==> src/rswe_pkg.sv <==
// Shared package for the Reno sender window engine.
// Holds constants, codes, phase and state enums, controller/datapath structs and a helper.
// No dependencies.
package rswe_pkg;

  // segment and sequence space
  localparam int unsigned MSS        = 1024;
  localparam int unsigned SEQ_SPACE  = 256;
  localparam int unsigned RING_DEPTH = 64;
  localparam int unsigned RING_CAP   = (RING_DEPTH < SEQ_SPACE) ? RING_DEPTH : SEQ_SPACE - 1;
  localparam int unsigned RING_AW    = $clog2(RING_DEPTH);
  localparam int unsigned SEQ_W      = 8;
  localparam int unsigned LEN_W      = 11;
  localparam int unsigned WIN_W      = 24;
  localparam int unsigned BYTE_W     = 32;
  localparam int unsigned RCNT_W     = 7;

  // avoidance divider: numerator d * MSS * MSS
  localparam longint unsigned MSS_SQ = longint'(MSS) * longint'(MSS);
  localparam int unsigned MSS_SQ_W   = $clog2(MSS_SQ + 1);
  localparam int unsigned NUM_W      = SEQ_W + MSS_SQ_W;
  localparam int unsigned DCNT_W     = $clog2(NUM_W);

  localparam logic [WIN_W-1:0] CAP24     = '1;
  localparam logic [WIN_W-1:0] MSS_W24   = WIN_W'(MSS);
  localparam logic [WIN_W-1:0] MSS3_W24  = WIN_W'(3 * MSS);
  localparam logic [WIN_W-1:0] INIT_THR  = WIN_W'(6144);
  localparam logic [WIN_W-1:0] INIT_WLIM = WIN_W'(1024);

  // register indexes on the configuration port
  localparam logic [1:0] CFG_TOTAL = 2'd0;
  localparam logic [1:0] CFG_WLIM  = 2'd1;
  localparam logic [1:0] CFG_ITHR  = 2'd2;

  // event kinds
  localparam logic [1:0] REQ_SEND = 2'd0;
  localparam logic [1:0] REQ_ACK  = 2'd1;
  localparam logic [1:0] REQ_TMO  = 2'd2;

  // retransmit orders
  localparam logic [1:0] RTX_NONE = 2'd0;
  localparam logic [1:0] RTX_TMO  = 2'd1;
  localparam logic [1:0] RTX_FAST = 2'd2;

  localparam logic [2:0] DUP_MAX = 3'd7;
  localparam logic [2:0] DUP_TRG = 3'd3;

  localparam int unsigned OUT_W = 104;

  typedef enum logic [1:0] {
    PH_SLOW  = 2'd0,
    PH_AVOID = 2'd1,
    PH_RECOV = 2'd2
  } cc_phase_e;

  typedef enum logic [3:0] {
    S_IDLE,
    S_SEND_CHK,
    S_SEND_DO,
    S_ACK_CHK,
    S_SUM,
    S_DRAIN,
    S_ACK_UPD,
    S_DIV,
    S_DIV_FIN,
    S_DUP,
    S_TMO,
    S_TIMER,
    S_DONE
  } ctrl_state_e;

  typedef struct packed {
    logic capture;
    logic send_chk;
    logic send_do;
    logic ack_chk;
    logic sum_step;
    logic sum_drain;
    logic ack_upd;
    logic div_step;
    logic div_fin;
    logic dup_upd;
    logic tmo_upd;
    logic timer_upd;
    logic load_out;
  } ctrl_cmd_t;

  typedef struct packed {
    logic [1:0] req;
    logic       in_win;
    logic       sum_last;
    logic       div_last;
    logic       avoid;
    logic       out_free;
  } ctrl_sts_t;

  // clamp to the 24-bit window range
  function automatic logic [WIN_W-1:0] sat24(input logic [BYTE_W:0] v);
    sat24 = (v > {{(BYTE_W+1-WIN_W){1'b0}}, CAP24}) ? CAP24 : v[WIN_W-1:0];
  endfunction

endpackage

==> src/rswe_ram.sv <==
// Generic single-clock RAM: one write port, one read port, registered read.
// No dependencies.
module rswe_ram #(
  parameter int unsigned Width = 8,
  parameter int unsigned Depth = 16
) (
  input  logic                     clk_i,
  input  logic                     we_i,
  input  logic [$clog2(Depth)-1:0] waddr_i,
  input  logic [Width-1:0]         wdata_i,
  input  logic [$clog2(Depth)-1:0] raddr_i,
  output logic [Width-1:0]         rdata_o
);

  logic [Width-1:0] mem_q [Depth];
  logic [Width-1:0] rdata_q;

  always_ff @(posedge clk_i) begin
    if (we_i) begin
      mem_q[waddr_i] <= wdata_i;
    end
    rdata_q <= mem_q[raddr_i];
  end

  assign rdata_o = rdata_q;

endmodule

==> src/rswe_ctrl.sv <==
// Event sequencer for the window engine: steps each event through its stages.
// Depends on rswe_pkg.
module rswe_ctrl import rswe_pkg::*; (
  input  logic      clk_i,
  input  logic      rst_ni,
  input  logic      in_valid_i,
  output logic      in_ready_o,
  input  ctrl_sts_t sts_i,
  output ctrl_cmd_t cmd_o
);

  ctrl_state_e state_q, state_d;

  // next state
  always_comb begin
    state_d = state_q;
    unique case (state_q)
      S_IDLE: begin
        if (in_valid_i) begin
          priority case (sts_i.req)
            REQ_SEND: state_d = S_SEND_CHK;
            REQ_ACK:  state_d = S_ACK_CHK;
            REQ_TMO:  state_d = S_TMO;
            default:  state_d = S_DONE;
          endcase
        end
      end
      S_SEND_CHK: state_d = S_SEND_DO;
      S_SEND_DO:  state_d = S_DONE;
      S_ACK_CHK:  state_d = sts_i.in_win ? S_SUM : S_DUP;
      S_SUM:      state_d = sts_i.sum_last ? S_DRAIN : S_SUM;
      S_DRAIN:    state_d = S_ACK_UPD;
      S_ACK_UPD:  state_d = sts_i.avoid ? S_DIV : S_TIMER;
      S_DIV:      state_d = sts_i.div_last ? S_DIV_FIN : S_DIV;
      S_DIV_FIN:  state_d = S_TIMER;
      S_DUP:      state_d = S_TIMER;
      S_TMO:      state_d = S_DONE;
      S_TIMER:    state_d = S_DONE;
      S_DONE:     state_d = sts_i.out_free ? S_IDLE : S_DONE;
      default:    state_d = S_IDLE;
    endcase
  end

  // outputs
  always_comb begin
    cmd_o      = '0;
    in_ready_o = 1'b0;
    unique case (state_q)
      S_IDLE: begin
        in_ready_o    = 1'b1;
        cmd_o.capture = in_valid_i;
      end
      S_SEND_CHK: cmd_o.send_chk  = 1'b1;
      S_SEND_DO:  cmd_o.send_do   = 1'b1;
      S_ACK_CHK:  cmd_o.ack_chk   = 1'b1;
      S_SUM:      cmd_o.sum_step  = 1'b1;
      S_DRAIN:    cmd_o.sum_drain = 1'b1;
      S_ACK_UPD:  cmd_o.ack_upd   = 1'b1;
      S_DIV:      cmd_o.div_step  = 1'b1;
      S_DIV_FIN:  cmd_o.div_fin   = 1'b1;
      S_DUP:      cmd_o.dup_upd   = 1'b1;
      S_TMO:      cmd_o.tmo_upd   = 1'b1;
      S_TIMER:    cmd_o.timer_upd = 1'b1;
      S_DONE:     cmd_o.load_out  = sts_i.out_free;
      default:    cmd_o           = '0;
    endcase
  end

  always_ff @(posedge clk_i or negedge rst_ni) begin
    if (!rst_ni) begin
      state_q <= S_IDLE;
    end else begin
      state_q <= state_d;
    end
  end

endmodule

==> src/rswe_dp.sv <==
// Datapath of the window engine: window state, byte counters, segment ring,
// ACK summation, avoidance divider and the output register.
// Depends on rswe_pkg and rswe_ram.
module rswe_dp import rswe_pkg::*; (
  input  logic              clk_i,
  input  logic              rst_ni,
  input  logic              cfg_we_i,
  input  logic [1:0]        cfg_idx_i,
  input  logic [BYTE_W-1:0] cfg_data_i,
  input  logic [1:0]        in_req_i,
  input  logic [SEQ_W-1:0]  in_ack_i,
  input  ctrl_cmd_t         cmd_i,
  output ctrl_sts_t         sts_o,
  output logic              out_valid_o,
  input  logic              out_ready_i,
  output logic [OUT_W-1:0]  out_data_o
);

  // configuration
  logic [BYTE_W-1:0] total_q;
  logic [WIN_W-1:0]  wlim_q;

  // window state
  logic [WIN_W-1:0]   cwnd_q, cwnd_d;
  logic [WIN_W-1:0]   thr_q, thr_d;
  cc_phase_e          phase_q, phase_d;
  logic [2:0]         dup_q, dup_d;
  logic [SEQ_W-1:0]   base_q, base_d;
  logic [SEQ_W-1:0]   next_q, next_d;
  logic [BYTE_W-1:0]  acked_q, acked_d;
  logic [BYTE_W-1:0]  sent_q, sent_d;
  logic [RING_AW-1:0] head_q, head_d;
  logic               timer_q, timer_d;

  // current event
  logic [1:0]        req_q;
  logic [SEQ_W-1:0]  ack_q, sseq_q;
  logic [LEN_W-1:0]  slen_q, slen_d;
  logic [1:0]        rtx_q, rtx_d;
  logic [RCNT_W-1:0] rcnt_q, rcnt_d;

  // send check
  logic              can_q;
  logic [BYTE_W:0]   wroom_q;
  logic [BYTE_W-1:0] troom_q;

  // ACK summation
  logic [SEQ_W-1:0] d_q, cnt_q;
  logic             rv_q;

  // divider
  logic [WIN_W:0]    rem_q, rem_d;
  logic [NUM_W-1:0]  quo_q, quo_d;
  logic [DCNT_W-1:0] dcnt_q;

  // output word
  logic             oval_q;
  logic [OUT_W-1:0] odata_q;

  // ring
  logic               ram_we;
  logic [RING_AW-1:0] ram_waddr, ram_raddr;
  logic [LEN_W-1:0]   ram_rdata;

  logic [SEQ_W-1:0]  outs, d_now;
  logic [WIN_W-1:0]  swin;
  logic [BYTE_W:0]   limit;
  logic [LEN_W-1:0]  len_now;
  logic [WIN_W:0]    rem_sh, divisor;
  logic [2:0]        dup_n;

  assign outs  = next_q - base_q;
  assign swin  = (cwnd_q < wlim_q) ? cwnd_q : wlim_q;
  assign limit = {1'b0, acked_q} + {{(BYTE_W+1-WIN_W){1'b0}}, swin};
  assign d_now = ack_q + SEQ_W'(1) - base_q;

  // segment length: smallest of window room, MSS and transfer remainder
  always_comb begin
    logic [BYTE_W:0] m;
    m = wroom_q;
    if (m > (BYTE_W+1)'(MSS)) m = (BYTE_W+1)'(MSS);
    if (m > {1'b0, troom_q}) m = {1'b0, troom_q};
    len_now = m[LEN_W-1:0];
  end

  assign divisor = (cwnd_q == '0) ? (WIN_W+1)'(1) : {1'b0, cwnd_q};
  assign rem_sh  = {rem_q[WIN_W-1:0], quo_q[NUM_W-1]};
  assign dup_n   = (dup_q == DUP_MAX) ? DUP_MAX : dup_q + 3'd1;

  assign ram_we    = cmd_i.send_do && can_q;
  assign ram_waddr = head_q + outs[RING_AW-1:0];
  assign ram_raddr = head_q + cnt_q[RING_AW-1:0];

  rswe_ram #(
    .Width(LEN_W),
    .Depth(RING_DEPTH)
  ) u_ring (
    .clk_i  (clk_i),
    .we_i   (ram_we),
    .waddr_i(ram_waddr),
    .wdata_i(len_now),
    .raddr_i(ram_raddr),
    .rdata_o(ram_rdata)
  );

  // state update per command
  always_comb begin
    logic [BYTE_W:0] ss;
    cwnd_d  = cwnd_q;
    thr_d   = thr_q;
    phase_d = phase_q;
    dup_d   = dup_q;
    base_d  = base_q;
    next_d  = next_q;
    acked_d = acked_q;
    sent_d  = sent_q;
    head_d  = head_q;
    timer_d = timer_q;
    slen_d  = slen_q;
    rtx_d   = rtx_q;
    rcnt_d  = rcnt_q;
    rem_d   = rem_q;
    quo_d   = quo_q;
    ss      = '0;

    if (cmd_i.capture) begin
      slen_d = '0;
      rtx_d  = RTX_NONE;
      rcnt_d = '0;
    end
    if (cmd_i.send_do && can_q) begin
      slen_d = len_now;
      if (base_q == next_q) timer_d = 1'b1;
      next_d = next_q + SEQ_W'(1);
      sent_d = sent_q + BYTE_W'(len_now);
    end
    if ((cmd_i.sum_step && rv_q) || cmd_i.sum_drain) begin
      acked_d = acked_q + BYTE_W'(ram_rdata);
    end
    if (cmd_i.ack_upd) begin
      head_d = head_q + d_q[RING_AW-1:0];
      dup_d  = '0;
      base_d = ack_q + SEQ_W'(1);
      unique case (phase_q)
        PH_SLOW: begin
          ss     = {9'd0, cwnd_q} + (BYTE_W+1)'(d_q) * (BYTE_W+1)'(MSS);
          cwnd_d = sat24(ss);
          if (sat24(ss) >= thr_q) phase_d = PH_AVOID;
        end
        PH_AVOID: begin
          rem_d = '0;
          quo_d = NUM_W'(d_q) * NUM_W'(MSS_SQ);
        end
        PH_RECOV: begin
          cwnd_d  = thr_q;
          phase_d = PH_AVOID;
        end
        default: ;
      endcase
    end
    // restoring divide, one quotient bit a cycle
    if (cmd_i.div_step) begin
      if (rem_sh >= divisor) begin
        rem_d = rem_sh - divisor;
        quo_d = {quo_q[NUM_W-2:0], 1'b1};
      end else begin
        rem_d = rem_sh;
        quo_d = {quo_q[NUM_W-2:0], 1'b0};
      end
    end
    if (cmd_i.div_fin) begin
      cwnd_d = sat24({9'd0, cwnd_q} + (BYTE_W+1)'(quo_q));
    end
    if (cmd_i.dup_upd) begin
      dup_d = dup_n;
      if ((phase_q == PH_SLOW || phase_q == PH_AVOID) && dup_n == DUP_TRG) begin
        thr_d   = cwnd_q >> 1;
        cwnd_d  = sat24({9'd0, cwnd_q >> 1} + {9'd0, MSS3_W24});
        phase_d = PH_RECOV;
        rtx_d   = RTX_FAST;
        rcnt_d  = outs[RCNT_W-1:0];
      end else if (phase_q == PH_RECOV) begin
        cwnd_d = sat24({9'd0, cwnd_q} + {9'd0, MSS_W24});
      end
    end
    if (cmd_i.tmo_upd && timer_q) begin
      rtx_d   = RTX_TMO;
      rcnt_d  = outs[RCNT_W-1:0];
      thr_d   = cwnd_q >> 1;
      cwnd_d  = MSS_W24;
      dup_d   = '0;
      phase_d = PH_SLOW;
    end
    if (cmd_i.timer_upd) begin
      timer_d = (base_q != next_q);
    end
  end

  // control registers
  always_ff @(posedge clk_i or negedge rst_ni) begin
    if (!rst_ni) begin
      total_q <= '0;
      wlim_q  <= INIT_WLIM;
      cwnd_q  <= MSS_W24;
      thr_q   <= INIT_THR;
      phase_q <= PH_SLOW;
      dup_q   <= '0;
      base_q  <= '0;
      next_q  <= '0;
      acked_q <= '0;
      sent_q  <= '0;
      head_q  <= '0;
      timer_q <= 1'b0;
      rv_q    <= 1'b0;
      cnt_q   <= '0;
      dcnt_q  <= '0;
      oval_q  <= 1'b0;
    end else begin
      cwnd_q  <= cwnd_d;
      phase_q <= phase_d;
      dup_q   <= dup_d;
      base_q  <= base_d;
      next_q  <= next_d;
      acked_q <= acked_d;
      sent_q  <= sent_d;
      head_q  <= head_d;
      timer_q <= timer_d;
      thr_q   <= thr_d;
      if (cfg_we_i) begin
        unique case (cfg_idx_i)
          CFG_TOTAL: total_q <= cfg_data_i;
          CFG_WLIM:  wlim_q  <= cfg_data_i[WIN_W-1:0];
          CFG_ITHR:  thr_q   <= cfg_data_i[WIN_W-1:0];
          default: ;
        endcase
      end
      if (cmd_i.ack_chk) begin
        cnt_q <= '0;
        rv_q  <= 1'b0;
      end else if (cmd_i.sum_step) begin
        cnt_q <= cnt_q + SEQ_W'(1);
        rv_q  <= 1'b1;
      end else if (cmd_i.sum_drain) begin
        rv_q  <= 1'b0;
      end
      if (cmd_i.ack_upd) begin
        dcnt_q <= '0;
      end else if (cmd_i.div_step) begin
        dcnt_q <= dcnt_q + DCNT_W'(1);
      end
      if (cmd_i.load_out) begin
        oval_q <= 1'b1;
      end else if (out_ready_i) begin
        oval_q <= 1'b0;
      end
    end
  end

  // payload registers
  always_ff @(posedge clk_i) begin
    slen_q <= slen_d;
    rtx_q  <= rtx_d;
    rcnt_q <= rcnt_d;
    rem_q  <= rem_d;
    quo_q  <= quo_d;
    if (cmd_i.capture) begin
      req_q  <= in_req_i;
      ack_q  <= in_ack_i;
      sseq_q <= next_q;
    end
    if (cmd_i.send_chk) begin
      can_q   <= ({1'b0, sent_q} < limit) && (sent_q < total_q)
                 && ({1'b0, outs} < (SEQ_W+1)'(RING_CAP));
      wroom_q <= limit - {1'b0, sent_q};
      troom_q <= total_q - sent_q;
    end
    if (cmd_i.ack_chk) begin
      d_q <= d_now;
    end
    if (cmd_i.load_out) begin
      odata_q <= {(acked_q == total_q), timer_q, swin, phase_q, thr_q, cwnd_q,
                  rcnt_q, rtx_q, sseq_q, slen_q};
    end
  end

  assign sts_o.req      = cmd_i.capture ? in_req_i : req_q;
  assign sts_o.in_win   = (d_now != '0) && (d_now <= outs);
  assign sts_o.sum_last = (cnt_q + SEQ_W'(1)) == d_q;
  assign sts_o.div_last = dcnt_q == DCNT_W'(NUM_W - 1);
  assign sts_o.avoid    = (phase_q == PH_AVOID);
  assign sts_o.out_free = !oval_q || out_ready_i;

  assign out_valid_o = oval_q;
  assign out_data_o  = odata_q;

endmodule

==> src/reno_sender_window_engine_top.sv <==
// Reno sender window engine: a Go-back-N sender with Reno congestion control.
// One event goes in (send opportunity, ACK or timeout) and one result word comes
// out. Events are handled one at a time. A new ACK sums the lengths of the
// segments it acknowledges from the ring before it updates the window; in
// congestion avoidance a 29-step restoring divider computes the window growth.
// The result sits in an output register, so the next event is taken while the
// previous result still waits; that event then holds in its last cycle until
// the sink frees the register.
// No clearing pass after reset.
// Depends on rswe_pkg, rswe_ctrl, rswe_dp and rswe_ram.
module reno_sender_window_engine_top import rswe_pkg::*; (
  input  logic         clk_i,
  input  logic         rst_ni,
  input  logic         cfg_we_i,
  input  logic [1:0]   cfg_idx_i,
  input  logic [31:0]  cfg_data_i,
  input  logic         s_axis_tvalid,
  output logic         s_axis_tready,
  input  logic [7:0]   s_axis_tdata,   // ack_num[7:0]
  input  logic [1:0]   s_axis_tuser,   // req_type[1:0]
  output logic         m_axis_tvalid,
  input  logic         m_axis_tready,
  // send_len[10:0], send_seq[18:11], retransmit[20:19], resend_count[27:21],
  // cong_window[51:28], slow_threshold[75:52], phase[77:76],
  // send_window[101:78], timer_running[102], all_acked[103]
  output logic [103:0] m_axis_tdata
);

  ctrl_cmd_t cmd;
  ctrl_sts_t sts;

  rswe_ctrl u_ctrl (
    .clk_i     (clk_i),
    .rst_ni    (rst_ni),
    .in_valid_i(s_axis_tvalid),
    .in_ready_o(s_axis_tready),
    .sts_i     (sts),
    .cmd_o     (cmd)
  );

  rswe_dp u_dp (
    .clk_i      (clk_i),
    .rst_ni     (rst_ni),
    .cfg_we_i   (cfg_we_i),
    .cfg_idx_i  (cfg_idx_i),
    .cfg_data_i (cfg_data_i),
    .in_req_i   (s_axis_tuser),
    .in_ack_i   (s_axis_tdata),
    .cmd_i      (cmd),
    .sts_o      (sts),
    .out_valid_o(m_axis_tvalid),
    .out_ready_i(m_axis_tready),
    .out_data_o (m_axis_tdata)
  );

endmodule

==> config.mk <==
export PLATFORM = sky130hd
export DESIGN_NAME = reno_sender_window_engine_top
export DESIGN_NICKNAME = d
export VERILOG_FILES = /design/src/rswe_pkg.sv /design/src/rswe_ram.sv /design/src/rswe_ctrl.sv /design/src/rswe_dp.sv /design/src/reno_sender_window_engine_top.sv
export SDC_FILE = /design/constraint.sdc
export NUM_CORES = 2
export LEC_CHECK = 0
export BUFFER_PORTS_ARGS = -buffer_cell sky130_fd_sc_hd__buf_2
export CORE_MARGIN = 2
export CORE_UTILIZATION = 50
export DETAILED_ROUTE_END_ITERATION = 8
export GPL_ROUTABILITY_DRIVEN = 1
export MAX_ROUTING_LAYER = met4
export PLACE_DENSITY_LB_ADDON = 0.2
export SLEW_MARGIN = 10
export SYNTH_ARGS = -nofsm -noshare
export SYNTH_HDL_FRONTEND = slang
export SYNTH_SLANG_ARGS = --single-unit
==> constraint.sdc <==
create_clock -name clk_i -period 7.65 [get_ports clk_i]
set_input_delay 1.1475 -clock clk_i [delete_from_list [all_inputs] [get_ports clk_i]]
set_output_delay 1.1475 -clock clk_i [all_outputs]
set_load 0.02 [all_outputs]
Word-level counts from Yosys, hierarchy flattened --
Memory sizes are Yosys's and may differ from the RTL's. A register that Yosys moved wholly into a read port is not among the register bits. Cells that the tools add are included.
Storage, ports and cells: register bits after elaboration 484, RAM bits 704, input port bits 49, output and inout port bits 106, logic and storage cells 206, memories kept 1
Memories:
- u_dp.u_ring.mem_q | depth 64, bits a word 11, rd ports 1, clocked after Yosys merged registers in 1, write ports 1, RTL line rswe_ram.sv:15 | logic [Width-1:0] mem_q [Depth];
Operators by class: add/subtract/negate cells 20, $lt $le $gt $ge 13, eq/ne operators 26, mux-type cells 84, reduce and logical (&&, ||, !) cells 32
Operator list (number):
- 24-bit two-way mux | 21
- 33-bit by 24-bit > comparator with 1-bit output, second input constant | 4
- 29-bit two-way mux | 3
- 32-bit by 11-bit adder with 32-bit output | 2
- 24-bit one-hot mux with 2 select lines | 1
- 4-bit one-hot mux with 10 select lines | 1
- 32-bit by 24-bit adder with 33-bit output | 1
- 33-bit by 11-bit > comparator with 1-bit output, second input constant | 1
- 33-bit by 32-bit > comparator with 1-bit output | 1
- 32-bit by 33-bit less-than comparator with 1-bit output | 1
- 11-bit two-way mux | 3
- 33-bit two-way mux | 1
- 33-bit by 32-bit subtractor with 33-bit output | 1
- 32-bit equality test | 1
- 32-bit less-than comparator | 1
- 32-bit subtractor | 1
- 24-bit by 29-bit adder with 30-bit output | 1
- 7-bit two-way mux | 4
- 1-bit two-way mux | 26
- 24-bit by 11-bit adder with 25-bit output, second input constant | 1
- 24-bit by 18-bit adder with 25-bit output | 1
- 25-bit by 24-bit >= comparator with 1-bit output | 1
- 23-bit by 12-bit adder with 24-bit output, second input constant | 1
- 8-bit by 1-bit adder with 8-bit output, second input constant | 3
- other kinds (40) | 93

Longest topological paths before layout --
depth in word-level cells 10, mapped depth 32, depth with buffers taken out 30

Modules after synthesis --
From an unflattened synthesis, not the netlist that was laid out.
Unflattened totals: cells, all modules 4498, area total of the unflattened synthesis 59390.7 µm²
By module, submodules not included:
- rswe_dp | instances 1, cells each 3149, area each 31407.6 µm², sequential area each 13252.7 µm²
- rswe_ram | instances 1, cells each 1279, area each 27486.4 µm², sequential area each 21360.5 µm²
- rswe_ctrl | instances 1, cells each 70, area each 496.7 µm², sequential area each 100.1 µm²

Worst setup path before layout --
No wires, ideal clock.
kind reg2reg, from register u_dp.wroom_q[27], to register u_dp.sent_q[30], library setup time 0.123 ns, arrival time 7.510 ns, data required time 7.527 ns, setup slack 0.017 ns, stages on the path, launching flop included 24, path buffers 0, clock period less this slack 7.633 ns, path through edfxtp_1 > or4_1 > nor4_1 > a21boi_1 > and2_1 > ha_1 > a21o_1 > a21o_1 > a221o_1 > o21bai_1 > a31oi_1 > o21ai_2 > mux2i_1 > ha_1 > fa_1 > a21o_1 > a21oi_1 > o21bai_1 > a21oi_1 > o21bai_1 > a211oi_1 > o21ai_1 > or4b_1 > xnor2_1
Between the ends: cells in the longest elaborated chain, start to end 5
Ends and longest elaborated chain:
- start, declared | RTL line rswe_dp.sv:44 | logic [BYTE_W:0] wroom_q;
- start signal, assigned | RTL line rswe_dp.sv:274 | wroom_q <= limit - {1'b0, sent_q};
- 33-bit by 11-bit > comparator with 1-bit output | RTL line rswe_dp.sv:81 | if (m > (BYTE_W+1)'(MSS)) m = (BYTE_W+1)'(MSS);
- 33-bit two-way mux * | RTL line rswe_dp.sv:81
- 33-bit by 32-bit > comparator with 1-bit output | RTL line rswe_dp.sv:82 | if (m > {1'b0, troom_q}) m = {1'b0, troom_q};
- 11-bit two-way mux * | RTL line rswe_dp.sv:82
- net u_dp.len_now[0] | RTL line rswe_dp.sv:68 | logic [LEN_W-1:0] len_now;
- 32-bit by 11-bit adder with 32-bit output * | RTL line rswe_dp.sv:135 | sent_d = sent_q + BYTE_W'(len_now);
- end signal, assigned | RTL line rswe_dp.sv:225 | sent_q <= sent_d;
- end, declared | RTL line rswe_dp.sv:31 | logic [BYTE_W-1:0] sent_q, sent_d;
Mark *: on every way through the listed nets, which the timed path passes. The rest lies on a longest branch. A chain may end at the register's enable or synchronous reset.

Worst setup path after layout --
from register u_dp.wroom_q[31], to register u_dp.sent_q[30]
Same word-level chain as after synthesis.

==> impl_results.md <==
- RSZ-0062 raised after global routing: false
- Total CTS buffers: 130
- Critical Path End Type: flop
- Synth cell types: 99
- Startpoint types: flop
- Outcome: complete, no violations
- Cell Rows: 126
- CP max FO: 10
- Maximum VDD drop: about 0.00039 V
- Final worst setup slack: 0.5350 ns
- Power Total: between 30 and 40 mW
- ANT nets after route: 0
- H-tree depth: 4
- Drt first pass iters: 7
- Core Region: around 0.12 mm2
- Vias in the first global route: 36990
- # fillers: 9700
- Detail Placement HPWL: roughly 110000 um
- 1st-iter DRT viols: 3423
- Critical path data required time: 8.34 ns
- Post-Syn Area: between 0.05 and 0.06 mm2
- Final Hold Viols: 0
- DRT Wirelength: between 150000 and 200000 um
- Hold Path Class: reg2reg
- # IOs: 155
- Avg WL per Cell: roughly 26 um
- Mapped Cells: 4420
- Setup tns final: 0 ns
- Slew @ Worst Pin: 1.272 ns
- First-pass GRT wire length: ~240000 um
- CTS tree: yes
- Routed via count: 37930
- Pin count of the biggest net entering global routing: between 100 and 150
- Pwr dens: 471.9 mW/mm2
- Area growth syn-to-layout: 12.27%
- Max Clock Skew: 0.03504 ns
- GRT overflow: 0
- Synth warn: 0
- Syn Area/Cell: approximately 13 um2
- Post-route minimum period: around 7.1 ns
- Max Slew Vio Count: 0
- # nets final: about 5000
- Die Span Y: ~350 um
- Gr usage total: 0.2747
- Initial antenna violation count: 3
- Number of synthesized flops with an enable pin: between 900 and 1000
- Die area: 0.1215 mm2
- Crit path DAT: between 7 and 8 ns
- Achievable Freq: ~0.14 GHz
- Max-cap violations: 0
- Clock Pin Slew Worst Setup and Hold Paths: ~0.06 ns
- Yosys reg bits: approximately 1200
- Clock Path Buffers: 3
- Finish-stage setup viols: 0
- Post-synthesis async set-or-reset flop share: 0.1793
- Starting Density: 0.5036
- RePlAce Congestion: approximately 0.94
- Clock Root Buffer: clkbuf_16
- Chip width: 348.6 um
- Final worst-path cycle share: 0.9301
- Proportion of layout cells with a drive suffix above 1: 0.1629
- R2r setup slk: around 0.54 ns
- Post-CTS setup buffer count: 0
- Setup CP Type: reg2reg
- Register area share after synthesis: 0.5845
- Ys flop type: edfxtp_1
- DR vias/cell: 6.009
- WHS: 0.4175 ns
- Slew margin rel.: 0.1486
- Clk_lat worst skew: 0.78 ns
- Sinks on Clock Net: between 1000 and 1500
- DRC viols: 0
- Static leakage: ~25 nW
- Input/output buffers: around 150
- Place WS: about 0.32 ns
-- per-layer routing --
layer  vias to the layer above  GRT usage  part of all wire
met5                         -          -                 0
met4                         0    0.09905             0.035
met3                       283    0.03901             0.064
met2                      1343     0.4278              0.47
met1                     19040     0.3707              0.43
li1                      17260          -                 -
-- worst paths after layout --
path                                             from                            end  cells past startpoint
max                        u_dp.wroom_q[31]$_DFFE_PP_    u_dp.sent_q[30]$_DFFE_PN0P_                     24
max in group asynchronous                      rst_ni     u_dp.head_q[0]$_DFFE_PN0P_                      2
min                          u_dp.sseq_q[5]$_DFFE_PP_  u_dp.out_data_o[16]$_DFFE_PP_                      0
min reg2reg                  u_dp.sseq_q[5]$_DFFE_PP_  u_dp.out_data_o[16]$_DFFE_PP_                      0
max reg2reg                u_dp.wroom_q[31]$_DFFE_PP_    u_dp.sent_q[30]$_DFFE_PN0P_                     24
min in group asynchronous                      rst_ni    u_dp.sent_q[30]$_DFFE_PN0P_                      1
-- kinds of logic after synthesis --
family | after synthesis | synth area share
AOI/OAI and AO/OA | 818 | 0.08874
xor gates and xnor gates | 295 | 0.04351
adders and majority gates | 308 | 0.06653
buffers and inverters | 376 | 0.02467
DFF | 1199 | 0.5845
muxes | 346 | 0.1061
other | 1 | 0.00006315
and+or+nand+nor | 1077 | 0.08588
-- critical path, stage by stage (launching register included) --
cell and delay [ns]:
edfxtp_1 0.35, nor4_1 0.54, nand4_1 0.17, nor4_1 0.61, a21boi_1 0.24, buf_4 0.16, and2_1 0.16, ha_1 0.25
a21o_1 0.16, a21o_1 0.17, a221o_1 0.35, o21bai_1 0.15, a31oi_1 0.14, o21ai_2 0.42, mux2_2 0.52, fa_1 0.46
a21o_1 0.17, a21oi_1 0.24, o21bai_1 0.10, a21oi_1 0.23, o21bai_1 0.13, a211oi_1 0.53, o21ai_1 0.39, or4b_1 0.27
xnor2_1 0.11
-- synth_stat cells, types with 51 or more instances --
library cell / count / share of area
dfrtp_1: 211 / 0.089
a31oi_1: 54 / 0.0057
nand3_1: 95 / 0.0080
a211oi_1: 51 / 0.0064
nand2_1: 327 / 0.021
mux4_2: 220 / 0.083
mux2i_1: 59 / 0.0099
a21oi_1: 220 / 0.019
nor2_1: 290 / 0.018
clkbuf_1: 102 / 0.0064
ha_1: 295 / 0.062
xnor2_1: 183 / 0.027
nor3_1: 60 / 0.0051
xor2_1: 112 / 0.017
inv_1: 221 / 0.014
a21o_1: 99 / 0.013
o21ai_0: 155 / 0.013
edfxtp_1: 962 / 0.49
mux2_2: 66 / 0.013
-- what timing repair did --
item	CTS	global route
gates resized for setup	0	4
hold buffers	0	0
setup endpoints to repair	0	3
-- through the flow --
step                  util  std cells  instance area [um2]
floorplan                -       4440                59460
global placement    0.5289       6071                62370
detailed placement  0.5289       6071                62370
CTS                 0.5652       6311                66650
global route        0.5654       6312                66670
finish              0.5654       6312                66670
-- power by group --
group | internal [mW] | leakage (nW) | switching, mW
logic | 6.53 | 11.7 | 9.60
clock network | 3.51 | 2.04 | 2.73
registers | 8.39 | 11.6 | 0.692
total | 18.4 | 25.3 | 13.0
-- cell type report --
type / instances / area (um2) / share of cell area
well taps: 1536 / 1922 / 0.02882
repair buffers: 244 / 1506 / 0.02259
clock inverters: 72 / 838.3 / 0.01257
flip-flops and latches: 1199 / 34710 / 0.5207
inverters: 227 / 852.1 / 0.01278
clock buffers: 168 / 3436 / 0.05153
diodes: 1 / 2.502 / 0.00003753
multi-input cells: 2865 / 23400 / 0.3510
-- state kept, by name, indices dropped and copies added, names as in the netlist, 29 cells and up --
register           count
u_dp.u_ring.mem_q    704
u_dp.out_data_o      104
u_dp.wroom_q          33
u_dp.acked_q          32
u_dp.sent_q           32
u_dp.total_q          32
u_dp.troom_q          32
u_dp.quo_q            29
-- cells in the final DEF (no fill, tap or decap), types with 112 or more instances in the layout --
| master | count |
|---|---|
| mux4_2 | 220 |
| nand2_1 | 326 |
| ha_1 | 294 |
| xor2_1 | 112 |
| inv_1 | 221 |
| dfrtp_1 | 211 |
| a21oi_1 | 218 |
| edfxtp_1 | 962 |
| buf_2 | 153 |
| xnor2_1 | 179 |
| nor2_1 | 287 |
| clkbuf_16 | 130 |
| o21ai_0 | 155 |
No activity file was read; power rests on OpenSTA's default activity.
